[src/sv/tod_pkg.sv]
// Package with the types, opcodes and constants of the time-of-day clock.
package tod_pkg;

    // Digit entry positions.
    typedef logic [2:0] pos_t;
    localparam pos_t ENTRY_IDLE = 3'd6;
    localparam pos_t POS_TENS_HOUR = 3'd0;
    localparam pos_t POS_ONES_HOUR = 3'd1;
    localparam pos_t POS_TENS_MIN = 3'd2;
    localparam pos_t POS_ONES_MIN = 3'd3;
    localparam pos_t POS_TENS_SEC = 3'd4;
    localparam pos_t POS_ONES_SEC = 3'd5;

    // Item opcodes; codes 5 to 7 do nothing.
    typedef enum logic [2:0] {
        OP_TICK    = 3'd0,
        OP_BEGIN   = 3'd1,
        OP_DIGIT   = 3'd2,
        OP_CLEAR   = 3'd3,
        OP_SILENCE = 3'd4
    } op_t;

    // Target codes.
    localparam logic TARGET_CLOCK = 1'b0;
    localparam logic TARGET_ALARM = 1'b1;

    // Time and digit limits.
    localparam logic [5:0] TPS_RESET      = 6'd20;
    localparam logic [6:0] SEC_PER_MIN    = 7'd60;
    localparam logic [6:0] MIN_PER_HOUR   = 7'd60;
    localparam logic [5:0] HOURS_PER_DAY  = 6'd24;
    localparam logic [7:0] PAIR_HOUR_LIM  = 8'd24;
    localparam logic [7:0] PAIR_MS_LIM    = 8'd60;
    localparam logic [3:0] DIGIT_MAX      = 4'd9;
    localparam logic [3:0] TENS_HOUR_MAX  = 4'd2;
    localparam logic [3:0] TENS_MS_MAX    = 4'd5;
    localparam logic [7:0] DECIMAL_BASE   = 8'd10;

    // Time value that digit entry hands to the timekeeping side.
    typedef struct packed {
        logic       load;
        logic [4:0] hours;
        logic [5:0] minutes;
        logic [5:0] seconds;
    } time_load_t;

    // Timekeeping state after an item, plus the chime pulse.
    typedef struct packed {
        logic [4:0] hours;
        logic [5:0] minutes;
        logic [5:0] seconds;
        logic       alarm;
        logic       chime;
    } time_status_t;

    // Two decimal digits combined into one value.
    function automatic logic [7:0] pair_value(input logic [3:0] tens,
                                              input logic [3:0] ones);
        return {4'b0000, tens} * DECIMAL_BASE + {4'b0000, ones};
    endfunction

endpackage

[src/sv/tod_entry.sv]
// Digit entry: position tracking, digit checks and the time value to load.
module tod_entry import tod_pkg::*;
(
    input  logic       clk,
    input  logic       rst_n,
    input  logic       fire,
    input  logic [2:0] opcode,
    input  logic [3:0] digit,
    output pos_t       entry_position,
    output logic       digit_accepted,
    output time_load_t load
);

    pos_t       pos_reg;
    pos_t       pos_next;
    logic [3:0] digit_reg [6];
    logic [3:0] tens_digit;
    logic [7:0] pair;
    logic       digit_ok;
    logic       accepted;
    logic [7:0] load_hours;
    logic [7:0] load_minutes;
    logic [7:0] load_seconds;

    // Pick the stored tens digit that pairs with the current position.
    always_comb
    begin
        case (pos_reg)
            POS_ONES_HOUR: tens_digit = digit_reg[0];
            POS_ONES_MIN:  tens_digit = digit_reg[2];
            default:       tens_digit = digit_reg[4];
        endcase
    end

    assign pair = pair_value(tens_digit, digit);

    // Check the digit against the rules of its position.
    always_comb
    begin
        case (pos_reg)
            POS_TENS_HOUR: digit_ok = (digit <= TENS_HOUR_MAX);
            POS_ONES_HOUR: digit_ok = (digit <= DIGIT_MAX) && (pair < PAIR_HOUR_LIM);
            POS_TENS_MIN:  digit_ok = (digit <= TENS_MS_MAX);
            POS_ONES_MIN:  digit_ok = (digit <= DIGIT_MAX) && (pair < PAIR_MS_LIM);
            POS_TENS_SEC:  digit_ok = (digit <= TENS_MS_MAX);
            POS_ONES_SEC:  digit_ok = (digit <= DIGIT_MAX) && (pair < PAIR_MS_LIM);
            default:       digit_ok = 1'b0;
        endcase
    end

    assign accepted = (opcode == OP_DIGIT) && digit_ok;

    // Next position: begin restarts, an accepted digit moves on.
    always_comb
    begin
        if (opcode == OP_BEGIN)
        begin
            pos_next = POS_TENS_HOUR;
        end
        else if (accepted)
        begin
            pos_next = pos_reg + 3'd1;
        end
        else
        begin
            pos_next = pos_reg;
        end
    end

    // The sixth digit completes the time; it comes straight from the input.
    assign load_hours   = pair_value(digit_reg[0], digit_reg[1]);
    assign load_minutes = pair_value(digit_reg[2], digit_reg[3]);
    assign load_seconds = pair_value(digit_reg[4], digit);

    always_comb
    begin
        load.load    = accepted && (pos_reg == POS_ONES_SEC);
        load.hours   = load_hours[4:0];
        load.minutes = load_minutes[5:0];
        load.seconds = load_seconds[5:0];
    end

    assign entry_position = pos_next;
    assign digit_accepted = accepted;

    // Position register.
    always_ff @(posedge clk or negedge rst_n)
    begin
        if (!rst_n)
        begin
            pos_reg <= ENTRY_IDLE;
        end
        else if (fire)
        begin
            pos_reg <= pos_next;
        end
    end

    // Stored digits, one written per accepted digit item.
    always_ff @(posedge clk or negedge rst_n)
    begin
        if (!rst_n)
        begin
            for (int i = 0; i < 6; i++)
            begin
                digit_reg[i] <= 4'd0;
            end
        end
        else if (fire && accepted)
        begin
            digit_reg[pos_reg] <= digit;
        end
    end

endmodule

[src/sv/tod_time.sv]
// Timekeeping: prescaler, clock time, alarm time and alarm flag.
module tod_time import tod_pkg::*;
(
    input  logic         clk,
    input  logic         rst_n,
    input  logic         fire,
    input  logic [2:0]   opcode,
    input  logic         target,
    input  logic [5:0]   ticks_per_second,
    input  time_load_t   load,
    output time_status_t status
);

    logic [5:0] tick_reg,   tick_next;
    logic [4:0] hours_reg,  hours_next;
    logic [5:0] min_reg,    min_next;
    logic [5:0] sec_reg,    sec_next;
    logic [4:0] a_hours_reg, a_hours_next;
    logic [5:0] a_min_reg,   a_min_next;
    logic [5:0] a_sec_reg,   a_sec_next;
    logic       alarm_reg,   alarm_next;
    logic       chime;

    logic [5:0] limit;
    logic [6:0] tick_inc;
    logic       sec_done;
    logic [6:0] sec_inc;
    logic [6:0] min_inc;
    logic [5:0] hour_inc;
    logic [4:0] adv_hours;
    logic [5:0] adv_min;
    logic [5:0] adv_sec;
    logic       adv_chime;
    logic       adv_match;

    // Prescaler: a setting of zero counts as one.
    assign limit    = (ticks_per_second == 6'd0) ? 6'd1 : ticks_per_second;
    assign tick_inc = {1'b0, tick_reg} + 7'd1;
    assign sec_done = (tick_inc >= {1'b0, limit});

    // Time one second later, with carries.
    assign sec_inc  = {1'b0, sec_reg} + 7'd1;
    assign min_inc  = {1'b0, min_reg} + 7'd1;
    assign hour_inc = {1'b0, hours_reg} + 6'd1;

    always_comb
    begin
        adv_hours = hours_reg;
        adv_min   = min_reg;
        adv_sec   = sec_inc[5:0];
        adv_chime = 1'b0;
        if (sec_inc >= SEC_PER_MIN)
        begin
            adv_sec = 6'd0;
            adv_min = min_inc[5:0];
            if (min_inc >= MIN_PER_HOUR)
            begin
                adv_min   = 6'd0;
                adv_chime = 1'b1;
                adv_hours = (hour_inc >= HOURS_PER_DAY) ? 5'd0 : hour_inc[4:0];
            end
        end
    end

    assign adv_match = (adv_hours == a_hours_reg) && (adv_min == a_min_reg) &&
                       (adv_sec == a_sec_reg);

    // Next state for each kind of item.
    always_comb
    begin
        tick_next    = tick_reg;
        hours_next   = hours_reg;
        min_next     = min_reg;
        sec_next     = sec_reg;
        a_hours_next = a_hours_reg;
        a_min_next   = a_min_reg;
        a_sec_next   = a_sec_reg;
        alarm_next   = alarm_reg;
        chime        = 1'b0;
        case (opcode)
            OP_TICK:
            begin
                if (sec_done)
                begin
                    tick_next  = 6'd0;
                    hours_next = adv_hours;
                    min_next   = adv_min;
                    sec_next   = adv_sec;
                    chime      = adv_chime;
                    alarm_next = alarm_reg | adv_match;
                end
                else
                begin
                    tick_next = tick_inc[5:0];
                end
            end
            OP_DIGIT:
            begin
                if (load.load && (target == TARGET_CLOCK))
                begin
                    hours_next = load.hours;
                    min_next   = load.minutes;
                    sec_next   = load.seconds;
                end
                else if (load.load)
                begin
                    a_hours_next = load.hours;
                    a_min_next   = load.minutes;
                    a_sec_next   = load.seconds;
                end
            end
            OP_CLEAR:
            begin
                if (target == TARGET_CLOCK)
                begin
                    tick_next  = 6'd0;
                    hours_next = 5'd0;
                    min_next   = 6'd0;
                    sec_next   = 6'd0;
                end
                else
                begin
                    a_hours_next = 5'd0;
                    a_min_next   = 6'd0;
                    a_sec_next   = 6'd0;
                end
            end
            OP_SILENCE:
            begin
                alarm_next = 1'b0;
            end
            default:
            begin
                alarm_next = alarm_reg;
            end
        endcase
    end

    always_comb
    begin
        status.hours   = hours_next;
        status.minutes = min_next;
        status.seconds = sec_next;
        status.alarm   = alarm_next;
        status.chime   = chime;
    end

    // State registers, updated once per accepted item.
    always_ff @(posedge clk or negedge rst_n)
    begin
        if (!rst_n)
        begin
            tick_reg    <= 6'd0;
            hours_reg   <= 5'd0;
            min_reg     <= 6'd0;
            sec_reg     <= 6'd0;
            a_hours_reg <= 5'd0;
            a_min_reg   <= 6'd0;
            a_sec_reg   <= 6'd0;
            alarm_reg   <= 1'b0;
        end
        else if (fire)
        begin
            tick_reg    <= tick_next;
            hours_reg   <= hours_next;
            min_reg     <= min_next;
            sec_reg     <= sec_next;
            a_hours_reg <= a_hours_next;
            a_min_reg   <= a_min_next;
            a_sec_reg   <= a_sec_next;
            alarm_reg   <= alarm_next;
        end
    end

endmodule

[src/sv/time_of_day_clock_with_alarm.sv]
// Top level of the 24-hour clock with alarm and digit-entry setter.
//
//   Channel  Direction  Handshake              Payload
//   in       input      in_valid / in_ready    opcode, digit, target
//   out      output     out_valid / out_ready  hours, minutes, seconds, alarm_ringing,
//                                              hour_chime, entry_position, digit_accepted
//   cfg      input      cfg_valid / cfg_ready  cfg_data (ticks_per_second)
//
// Each item is worked out from the state registers in the cycle it is accepted, and its
// result sits in the output register from the next cycle on.
// One item per cycle is sustained while out_ready stays high; the single-pass update of
// the state registers sets that rate.
// in_ready drops only while a result is held and out_ready is low.
// Reset puts the clock and alarm at 00:00:00, silences the alarm, idles digit entry
// and sets ticks_per_second to 20. cfg_ready is always high.
module time_of_day_clock_with_alarm import tod_pkg::*;
(
    input  logic       clk,
    input  logic       rst_n,
    input  logic       in_valid,
    output logic       in_ready,
    input  logic [2:0] opcode,
    input  logic [3:0] digit,
    input  logic       target,
    output logic       out_valid,
    input  logic       out_ready,
    output logic [4:0] hours,
    output logic [5:0] minutes,
    output logic [5:0] seconds,
    output logic       alarm_ringing,
    output logic       hour_chime,
    output logic [2:0] entry_position,
    output logic       digit_accepted,
    input  logic       cfg_valid,
    output logic       cfg_ready,
    input  logic [5:0] cfg_data
);

    logic         fire;
    logic [5:0]   tps_reg;
    time_load_t   load;
    time_status_t status;
    pos_t         pos_now;
    logic         accepted_now;

    logic         out_valid_reg;
    time_status_t status_reg;
    pos_t         pos_reg;
    logic         accepted_reg;

    // Input handshake: take an item whenever the result register is free or draining.
    assign in_ready = !out_valid_reg || out_ready;
    assign fire     = in_valid && in_ready;

    // Configuration register.
    assign cfg_ready = 1'b1;

    always_ff @(posedge clk or negedge rst_n)
    begin
        if (!rst_n)
        begin
            tps_reg <= TPS_RESET;
        end
        else if (cfg_valid)
        begin
            tps_reg <= cfg_data;
        end
    end

    // Digit entry.
    tod_entry u_entry
    (
        .clk            (clk),
        .rst_n          (rst_n),
        .fire           (fire),
        .opcode         (opcode),
        .digit          (digit),
        .entry_position (pos_now),
        .digit_accepted (accepted_now),
        .load           (load)
    );

    // Timekeeping.
    tod_time u_time
    (
        .clk              (clk),
        .rst_n            (rst_n),
        .fire             (fire),
        .opcode           (opcode),
        .target           (target),
        .ticks_per_second (tps_reg),
        .load             (load),
        .status           (status)
    );

    // Result valid flag.
    always_ff @(posedge clk or negedge rst_n)
    begin
        if (!rst_n)
        begin
            out_valid_reg <= 1'b0;
        end
        else if (fire)
        begin
            out_valid_reg <= 1'b1;
        end
        else if (out_ready)
        begin
            out_valid_reg <= 1'b0;
        end
    end

    // Result payload register.
    always_ff @(posedge clk)
    begin
        if (fire)
        begin
            status_reg   <= status;
            pos_reg      <= pos_now;
            accepted_reg <= accepted_now;
        end
    end

    assign out_valid      = out_valid_reg;
    assign hours          = status_reg.hours;
    assign minutes        = status_reg.minutes;
    assign seconds        = status_reg.seconds;
    assign alarm_ringing  = status_reg.alarm;
    assign hour_chime     = status_reg.chime;
    assign entry_position = pos_reg;
    assign digit_accepted = accepted_reg;

endmodule

[config.mk]
export PLATFORM = sky130hd
export DESIGN_NAME = time_of_day_clock_with_alarm
export DESIGN_NICKNAME = d
export VERILOG_FILES = /design/src/sv/tod_pkg.sv /design/src/sv/tod_entry.sv /design/src/sv/tod_time.sv /design/src/sv/time_of_day_clock_with_alarm.sv
export SDC_FILE = /design/constraint.sdc
export NUM_CORES = 1
export LEC_CHECK = 0
export ABC_AREA = 1
export BUFFER_PORTS_ARGS = -buffer_cell sky130_fd_sc_hd__buf_4
export CORE_MARGIN = 2
export CORE_UTILIZATION = 45
export DETAILED_ROUTE_END_ITERATION = 16
export SYNTH_ARGS = -nofsm -noshare
export SYNTH_HDL_FRONTEND = slang
export SYNTH_SLANG_ARGS = --single-unit
[constraint.sdc]
create_clock -name clk -period 6.61 [get_ports clk]
set_clock_uncertainty 0.05 [all_clocks]
set_input_delay 1.322 -clock clk [delete_from_list [all_inputs] [get_ports clk]]
set_output_delay 1.322 -clock clk [all_outputs]
set_load 0.005 [all_outputs]
Yosys cells after proc, flatten, opt, wreduce, memory -nomap -nowiden
Cells that the tools add are included.

Add/subtract/negate cells: 9. Multiply operators: 4. $lt $le $gt $ge: 11. Equality and inequality tests: 16. Muxes and demuxes: 45. Bitwise operators: 3. Reduce and logical (&&, ||, !) cells: 23.

Operators by type and width (number): 2-to-1 mux 6 bit (17); 2-to-1 mux 5 bit (9); case mux 6 bit (2 select lines) (3); case mux 6 bit (3 select lines) (2); bitwise mux 24 bit (1); adder 6 x 1 -> 7 bit (second input constant) (3); case mux 5 bit (3 select lines) (1); >= comparator 7 x 6 -> 1 bit (second input constant) (2); adder 6 x 4 -> 6 bit (2); demux 4 bit (select 3 bit) (1); equality test 3 x 2 -> 1 bit (second input constant) (4); equality test 6 bit (2); logical AND 1 bit (10); multiplier 4 x 3 -> 5 bit (second input constant) (2); case mux 5 bit (2 select lines) (1); equality test 3 bit (second input constant) (3); adder 8 x 4 -> 8 bit (1); less-than comparator 8 x 5 -> 1 bit (second input constant) (1); less-than comparator 8 x 6 -> 1 bit (second input constant) (1); case mux 4 bit (2 select lines) (1); >= comparator 7 x 6 -> 1 bit (1); multiplier 4 x 3 -> 7 bit (second input constant) (1); adder 5 x 1 -> 6 bit (second input constant) (1); equality test 3 x 1 -> 1 bit (second input constant) (2); 28 further kinds (39).

Bits in registers: 98. Input bits: 19. Output and inout port bits: 26. Word-level logic and storage cells: 135.

Longest topological paths before layout
Gate-level depths: netlist of run 1.

Depth after elaboration: 12. Mapped depth: 27. Gate-level depth less buffers: 25.

Hierarchy
Synthesis of run 1 repeated with hierarchy kept, for this count alone.

Cells, all modules: 933. Area total of the unflattened synthesis: 6844.1 µm².

By module, submodules not included: tod_time (instances 1, cells an instance 575, area each 3633.5 µm², seq. area each 1026.0 µm²); tod_entry (instances 1, cells an instance 302, area each 2220.9 µm², seq. area each 578.1 µm²); time_of_day_clock_with_alarm (instances 1, cells an instance 56, area each 989.7 µm², seq. area each 868.3 µm²).

Worst setup path after synthesis of run 1
Ideal clock, no wire load.

Path kind: reg-to-reg. Start: register u_entry.pos_reg[1]. End: register u_time.a_sec_reg[4]. Library setup time: 0.116 ns. Arrival time: 3.533 ns. Data required time: 6.444 ns. Slack: 2.911 ns. Cell stages (with the launch flop): 22. Path buffers: 2. Period minus slack after synthesis: 3.699 ns. Cell sequence: dfstp_2 clkinv_1 ha_1 nand2_1 nand3_1 o211ai_1 ha_1 ha_1 ha_1 nand2_1 or2_2 nand2_1 xor2_1 nand3_1 nand2_2 nand2_2 o21ai_2 nand3_2 buf_6 buf_6 nand2_1 nand2_1.

Longest elaborated chain between the ends: 12. Elaborated cells between the ends (all ways): 22. Those cells by class: add/sub (1); mul (1); order compare (2); eq/ne (7); mux (2); reduce/logical (9).

RTL lines: start: declaration (line tod_entry.sv:14) `pos_t pos_reg;`; start signal: assignment (line tod_entry.sv:95) `pos_reg <= pos_next;`; equality test 3 x 2 -> 1 bit or equality test 3 x 1 -> 1 bit (tied branches) (line tod_entry.sv:28, tod_entry.sv:40); case mux 4 bit (2 select lines) (line tod_entry.sv:28) `case (pos_reg)`; multiplier 4 x 3 -> 7 bit (line tod_pkg.sv:59) `return {4'b0000, tens} * DECIMAL_BASE + {4'b0000, ones};`; adder 8 x 4 -> 8 bit (line tod_pkg.sv:59); less-than comparator 8 x 6 -> 1 bit or less-than comparator 8 x 5 -> 1 bit (tied branches) (line tod_entry.sv:44, tod_entry.sv:46, tod_entry.sv:42); logical AND 1 bit (on tied branches) (line tod_entry.sv:44, tod_entry.sv:46, tod_entry.sv:42); case mux 1 bit (4 select lines) (line tod_entry.sv:40) `case (pos_reg)`; logical AND 1 bit (line tod_entry.sv:51) `assign accepted = (opcode == OP_DIGIT) && digit_ok;`; logical AND 1 bit * (line tod_entry.sv:77) `load.load = accepted && (pos_reg == POS_ONES_SEC);`; logical AND 1 bit (line tod_time.sv:99) `if (load.load && (target == TARGET_CLOCK))`; != test 2 bit (no source line); AND reduction 5 bit (no source line) *; end signal: assignment (line tod_time.sv:170) `a_sec_reg <= a_sec_next;`; end: declaration (line tod_time.sv:20) `logic [5:0] a_sec_reg, a_sec_next;`.

Every way passes the cells marked *; elsewhere a longest branch is shown, timed or not. A chain may end at the register's enable or synchronous reset.

Worst setup path in the final report of run 1
Start: register u_entry.pos_reg[1]. End: register u_time.a_sec_reg[2].

Same word-level chain as after synthesis.

==> results of run 1 <==
[cell type report]
class	count	area [sq um]	share of cell area
clock buffers	12	268	0.0362
clock inverters	4	26.3	0.00355
inverters	104	390	0.0528
multi-input cells	674	3640	0.492
flip-flops and latches	94	2470	0.334
well taps	184	230	0.0311
repair buffers	50	375	0.0507
[cells in the mapped netlist, drive strengths merged, types with 8 or more instances]
cell / number
nor2: 49
dfrtp: 67
xor2: 17
nand4: 25
nor3: 8
a21boi: 18
xnor2: 11
buf: 9
clkbuf: 22
a21oi: 18
nand2: 284
inv: 100
nand3: 80
o21ai: 86
edfxtp: 23
ha: 37
[metal layers]
| layer | share of wire | up-vias |
|---|---|---|
| met2 | 0.45 | 130 |
| met1 | 0.49 | 2773 |
| li1 | - | 3054 |
| met4 | 0.022 | 0 |
| met3 | 0.045 | 24 |
| met5 | 0 | - |
[how the worst min path moves through the flow]
stage	startpoint	endpoint	slack [ns]	depth (start not counted)
floorplan	u_time.alarm_reg	u_time.alarm_reg	0.39	2
global placement	u_time.alarm_reg	u_time.alarm_reg	0.41	2
detailed placement	u_entry.digit_reg[19]	u_entry.digit_reg[19]	0.43	2
CTS	u_entry.digit_reg[19]	u_entry.digit_reg[19]	0.45	2
global route	u_entry.digit_reg[11]	u_entry.digit_reg[11]	0.49	2
finish	u_entry.digit_reg[19]	u_entry.digit_reg[19]	0.45	2
[through the flow]
step | total power, mW | setup WS [ns] | utilization | std cells | hold slack (ns)
floorplan | 1.45 | 2.91 | - | 903 | 0.393
global placement | 1.67 | 2.16 | 0.491 | 1106 | 0.414
detailed placement | 1.68 | 2.04 | 0.491 | 1106 | 0.434
CTS | 2.21 | 2.02 | 0.511 | 1122 | 0.451
global route | 2.39 | 1.60 | 0.511 | 1122 | 0.487
finish | 2.20 | 2.02 | 0.511 | 1122 | 0.446
[cells in the final DEF (no fill, tap or decap), types with 23 or more instances in the layout]
cell type and instances:
nand2_1 280, edfxtp_1 23, nand3_1 79, ha_1 37, buf_4 50, nand4_1 23, o21ai_0 73, nor2_1 46
dfrtp_1 67, inv_1 95
[power breakdown]
part | switching [mW] | internal, mW | leakage, nW | total, mW
Clock | 0.232 | 0.289 | 0.149 | 0.521
Combinational | 0.519 | 0.315 | 2.37 | 0.834
Sequential | 0.117 | 0.725 | 1.15 | 0.842
[critical path: stages (launching register included)]
cell and delay, ns:
dfstp_2 0.54, clkinv_1 0.22, ha_1 0.34, nand2_1 0.18, nand3_1 0.09, o211ai_1 0.19, ha_1 0.33, ha_1 0.19
ha_1 0.31, nand2_1 0.07, or2_2 0.29, nand2_1 0.08, xor2_1 0.14, nand3_1 0.14, nand2_2 0.12, nand4_4 0.29
nand3_2 0.48, inv_2 0.22, nand3_1 0.12, o21ai_1 0.09
[kinds of logic (layout without fill, tap and decap cells)]
kind of cell / count (synthesis) / in the layout / share of synthesized area
AO/OA/AOI/OAI: 149 / 149 / 0.133
other: 1 / 1 / 0.000563
flip-flops: 94 / 94 / 0.371
adder cells (fa/ha/maj): 41 / 41 / 0.0816
buffers and inverters: 135 / 170 / 0.0820
XOR/XNOR: 28 / 28 / 0.0368
AND/OR/NAND/NOR: 455 / 455 / 0.294
==> reports/results.tsv, run 1 <==
metric	value	unit
run status	finished, final reports clean	
Synth area leader	dfrtp_1	
Initial Util	0.460	
PD cells	297	mW/mm^2
Fin. Hold Viols	0	
total clock sinks	94	
drt total wl	16800	um
GR Util met2	0.347	
period utilization	0.695	
Residual DRC	0	
asr flop ratio synth	0.755	
CTS tree	yes	
Final nets	993	
cell at the root of the clock tree	clkbuf_16	
count of final max-slew check failures	0	
HPWL Detailed	11900	um
Syn Area/Cell	7.37	sq um
Hold Crit Class	register to register	
fin area	0.00740	sq mm
Post-CTS Repair Setup Buffers	0	
worst setup path class	register to register	
Resize count post-CTS	0	
Synth Instances	903	
maximum number of pins on one net before global-route repair	72	
top-area cell type share of the netlist area	0.252	
Post-CTS Hold Fix Bufs	0	
Site Rows	44	
vias in the first global route	5625	
Startpoint Class	register	
Worst R2R End	u_time.a_sec_reg[2]	
TritonRoute pass-1 iters	5	
Synth Flop Type	dfrtp_1	
1st-iter DRT viols	485	
Routed Antenna Nets	0	
met1 Use GR	0.322	
Peak VDD IR	0.169	mV
Crit. Startpoint	u_entry.pos_reg[1]	
H-tree depth	3	
Critical Path Sink	u_time.a_sec_reg[2]	
detailed-route vias per instance	5.33	
Syn-to-layout area delta	11.2	%
Worst-path clk slew	0.07	ns
first-pass GRT wire length	28700	um
synth top area cells	dfrtp_1 25%, nand2_1 16%, edfxtp_1 10%, ha_1 7.0%, nand3_1 5.9%	
layout cells sized above 1	0.0991	
initial antenna violation count	0	
crit end category	register	
met3 Usage GRT	0.0293	
Slew HR	0.346	
die width	126	um
Worst EP arrival	4.77	ns
synthesized area	0.00666	sq mm
full die area	0.0158	sq mm
core area	0.0145	sq mm
deepest clock path buffer count	2	
Crit Path Max Fanout	20	
Req. time, crit path	6.79	ns
gr usage total	0.224	
internal reg-to-reg setup slack	2.02	ns
Largest register FFs	20	
post-synthesis sequential area ratio	0.371	
final setup fails	0	
RSZ-0062 raised after global routing	false	
minimum clock period	4.59	ns
Yosys reg bits	94	
clk_lat worst skew	0.35	ns
routability cong.	0.856	
Post-synth EDFFs	23	
Setup TNS	0	ns
source of the worst register-to-register timing path	u_entry.pos_reg[1]	
area post-placement	0.00711	sq mm
IO Port Bufs	43	
drt wl/cell	15.0	um
Net Count, Synth	963	
IO Pins	45	
Most Crowded Layer GR	met2	
fillers	1487	
number of diodes	0	
Num CTS Buffers	9	
total grt overflow	0	
YS warnings	0	
Pleak	3.66	nW
Worst-Margin Slew	0.982	ns
max-cap violations	0	
via count	5981	
f_max	0.218	GHz
die height	126	um
synth unique cells	43	
R2R depth	19	
(Power assumes the default switching activity.)
==> inputs of run 2 (changes only) <==
==> constraint.sdc (replaced) <==
create_clock -name clk -period 4 [get_ports clk]
set_clock_uncertainty 0.05 [all_clocks]
set_input_delay 0.8 -clock clk [delete_from_list [all_inputs] [get_ports clk]]
set_output_delay 0.8 -clock clk [all_outputs]
set_load 0.005 [all_outputs]
==> run 2 against run 1 <==
Register-to-register slack got worse by 1.8 ns. Clock power grew 98%. Hold slack got worse by 0.0078 ns. First-iteration DRC count fell by 28%.
==> reports/results.tsv, run 2 (synthesized netlist as in run 1, its figures left out) <==
metric	value	unit	change
sequential cell area	0.00247	sq mm	unchanged
Worst EP arrival	3.93	ns	was 4.77 ns
source of the worst register-to-register timing path	u_entry.pos_reg[1]		unchanged
Routed Antenna Nets	0		unchanged
minimum clock period	3.77	ns	was 4.59 ns
TritonRoute pass-1 iters	5		unchanged
cell at the root of the clock tree	clkbuf_16		unchanged
Final nets	1012		was 993
deepest clock path buffer count	2		unchanged
total clock sinks	94		unchanged
clk_lat worst skew	0.36	ns	was 0.35 ns
Fin. Hold Viols	0		unchanged
drt total wl	17500	um	was 16800 um
period utilization	0.943		was 0.695
H-tree depth	3		unchanged
routability cong.	0.868		was 0.856
initial antenna violation count	0		unchanged
area post-placement	0.00724	sq mm	was 0.00711 sq mm
Most Crowded Layer GR	met2		unchanged
max-cap violations	0		unchanged
min-delay src	u_time.alarm_reg		was u_entry.digit_reg[19]
CP bufs+invs	2		unchanged
Largest register FFs	20		unchanged
Num CTS Buffers	9		unchanged
Slew HR	0.352		was 0.346
CTS tree	yes		unchanged
first-pass GRT wire length	29000	um	was 28700 um
full die area	0.0158	sq mm	unchanged
1st-iter DRT viols	350		was 485
IO Port Bufs	43		unchanged
via count	6017		was 5981
commonest non-fill, non-tap cells in the layout	278 x nand2_1, 94 x inv_1, 76 x nand3_1		was 280 x nand2_1, 95 x inv_1, 79 x nand3_1
core area	0.0145	sq mm	unchanged
Residual DRC	0		unchanged
R2R depth	19		unchanged
GR Util met2	0.366		was 0.347
Slowest-stage cell, CP	dfstp_2		unchanged
Worst-Margin Slew	0.972	ns	was 0.982 ns
Worst R2R End	hours[0]		was u_time.a_sec_reg[2]
f_max	0.265	GHz	was 0.218 GHz
vias in the first global route	5618		was 5625
hold path endpoint	u_time.alarm_reg		was u_entry.digit_reg[19]
total grt overflow	0		unchanged
Site Rows	44		unchanged
Req. time, crit path	4.16	ns	was 6.79 ns
Peak VDD IR	0.230	mV	was 0.169 mV
Post-CTS Hold Fix Bufs	0		unchanged
Pleak	3.80	nW	was 3.66 nW
Crit Path Max Fanout	6		was 20
Startpoint Class	register		unchanged
crit end category	register		unchanged
PD cells	505	mW/mm^2	was 297 mW/mm^2
Multi-input gate area	0.00374	sq mm	was 0.00364 sq mm
drt wl/cell	15.4	um	was 15.0 um
max incr delay on CP	0.59	ns	was 0.54 ns
maximum number of pins on one net before global-route repair	72		unchanged
layout cells sized above 1	0.133		was 0.0991
IO Pins	45		unchanged
gr usage total	0.230		was 0.224
Syn-to-layout area delta	16.4	%	was 11.2%
CP dominant cell by count	ha_4		was ha_1
run status	finished, final reports clean		unchanged
Crit path max-delay family	simple AND/OR/NAND/NOR gates		unchanged
number of diodes	0		unchanged
detailed-route vias per instance	5.27		was 5.33
CP Cell Sequence	ha_4, ha_4, inv_1, nand3_1, o211ai_1, ha_4, ha_1, ha_4, nand2_1, or2_2, nand2_1, xor2_1, nand3_2, nand2_4, nand4_4, buf_4, nand2_1, nand3_1, a21boi_2		was clkinv_1, ha_1, nand2_1, nand3_1, o211ai_1, ha_1, ha_1, ha_1, nand2_1, or2_2, nand2_1, xor2_1, nand3_1, nand2_2, nand4_4, nand3_2, inv_2, nand3_1, o21ai_1
worst setup path class	register to register		unchanged
Worst-path clk slew	0.07	ns	about the same
Hold Crit Class	register to register		unchanged
die height	126	um	unchanged
met3 Usage GRT	0.0353		was 0.0293
commonest non-fill, non-tap cell in the layout	nand2_1		unchanged
hold depth	2		unchanged
final setup fails	0		unchanged
fin area	0.00774	sq mm	was 0.00740 sq mm
count of final max-slew check failures	0		unchanged
fillers	1450		was 1487
met1 Use GR	0.326		was 0.322
worst hold slack	0.438	ns	was 0.446 ns
internal reg-to-reg setup slack	0.23	ns	was 2.02 ns
Initial Util	0.460		unchanged
HPWL Detailed	12500	um	was 11900 um
die width	126	um	unchanged
-- run 2: worst max path at each step --
stage	startpoint	endpoint	slack, ns	depth (start not counted)
floorplan	u_entry.pos_reg[1]	u_time.a_sec_reg[4]	0.30	21
global placement	u_entry.pos_reg[1]	minutes[0]	0.03	21
detailed placement	u_entry.pos_reg[1]	seconds[3]	0.03	21
CTS	u_entry.pos_reg[1]	hours[0]	0.05	20
global route	u_entry.pos_reg[1]	u_time.hours_reg[1]	-0.01	24
finish	u_entry.pos_reg[1]	hours[0]	0.23	19
-- run 2: power breakdown --
part	leakage (nW)	internal, mW	switching (mW)	total [mW]
combinational	2.47	0.579	0.914	1.49
sequential	1.15	1.20	0.192	1.39
clock	0.177	0.627	0.402	1.03
-- run 2: worst min-delay path: cells and delay by family (launching register included) --
family | cells | cell delay (ns)
and+or+nand+nor | 2 | 0.11
DFF | 1 | 0.34
-- run 2: metal layers --
layer / routed length (um) / share of wire
met3: 908 / 0.052
met1: 8360 / 0.48
met2: 8010 / 0.46
met5: 0 / 0
met4: 242 / 0.014
-- run 2: timing repair --
item / 4_1_cts / 5_1_grt
setup buffers: 1 / 3
setup endpoints to repair: 2 / 75
pin swaps: 0 / 9
gates resized for setup: 0 / 30
-- run 2: area by class of cell --
type	count	share of cell area
Clock buffer	11	0.0355
Clock inverter	5	0.0105
Inverter	104	0.0507
Multi-Input combinational cell	674	0.483
Sequential cell	94	0.319
Tap cell	184	0.0297
Timing Repair Buffer	69	0.0711
-- run 2: through the flow --
| step | instances | total power, mW | setup slack [ns] | util | setup TNS (ns) |
|---|---|---|---|---|---|
| global placement | 1121 | 2.82 | 0.0287 | 0.500 | 0 |
| floorplan | 903 | 2.39 | 0.301 | - | 0 |
| CTS | 1138 | 3.88 | 0.0489 | 0.525 | 0 |
| detailed placement | 1121 | 2.84 | 0.0296 | 0.500 | 0 |
| finish | 1141 | 3.91 | 0.227 | 0.535 | 0 |
| global route | 1141 | 4.22 | -0.0108 | 0.535 | -0.0278 |
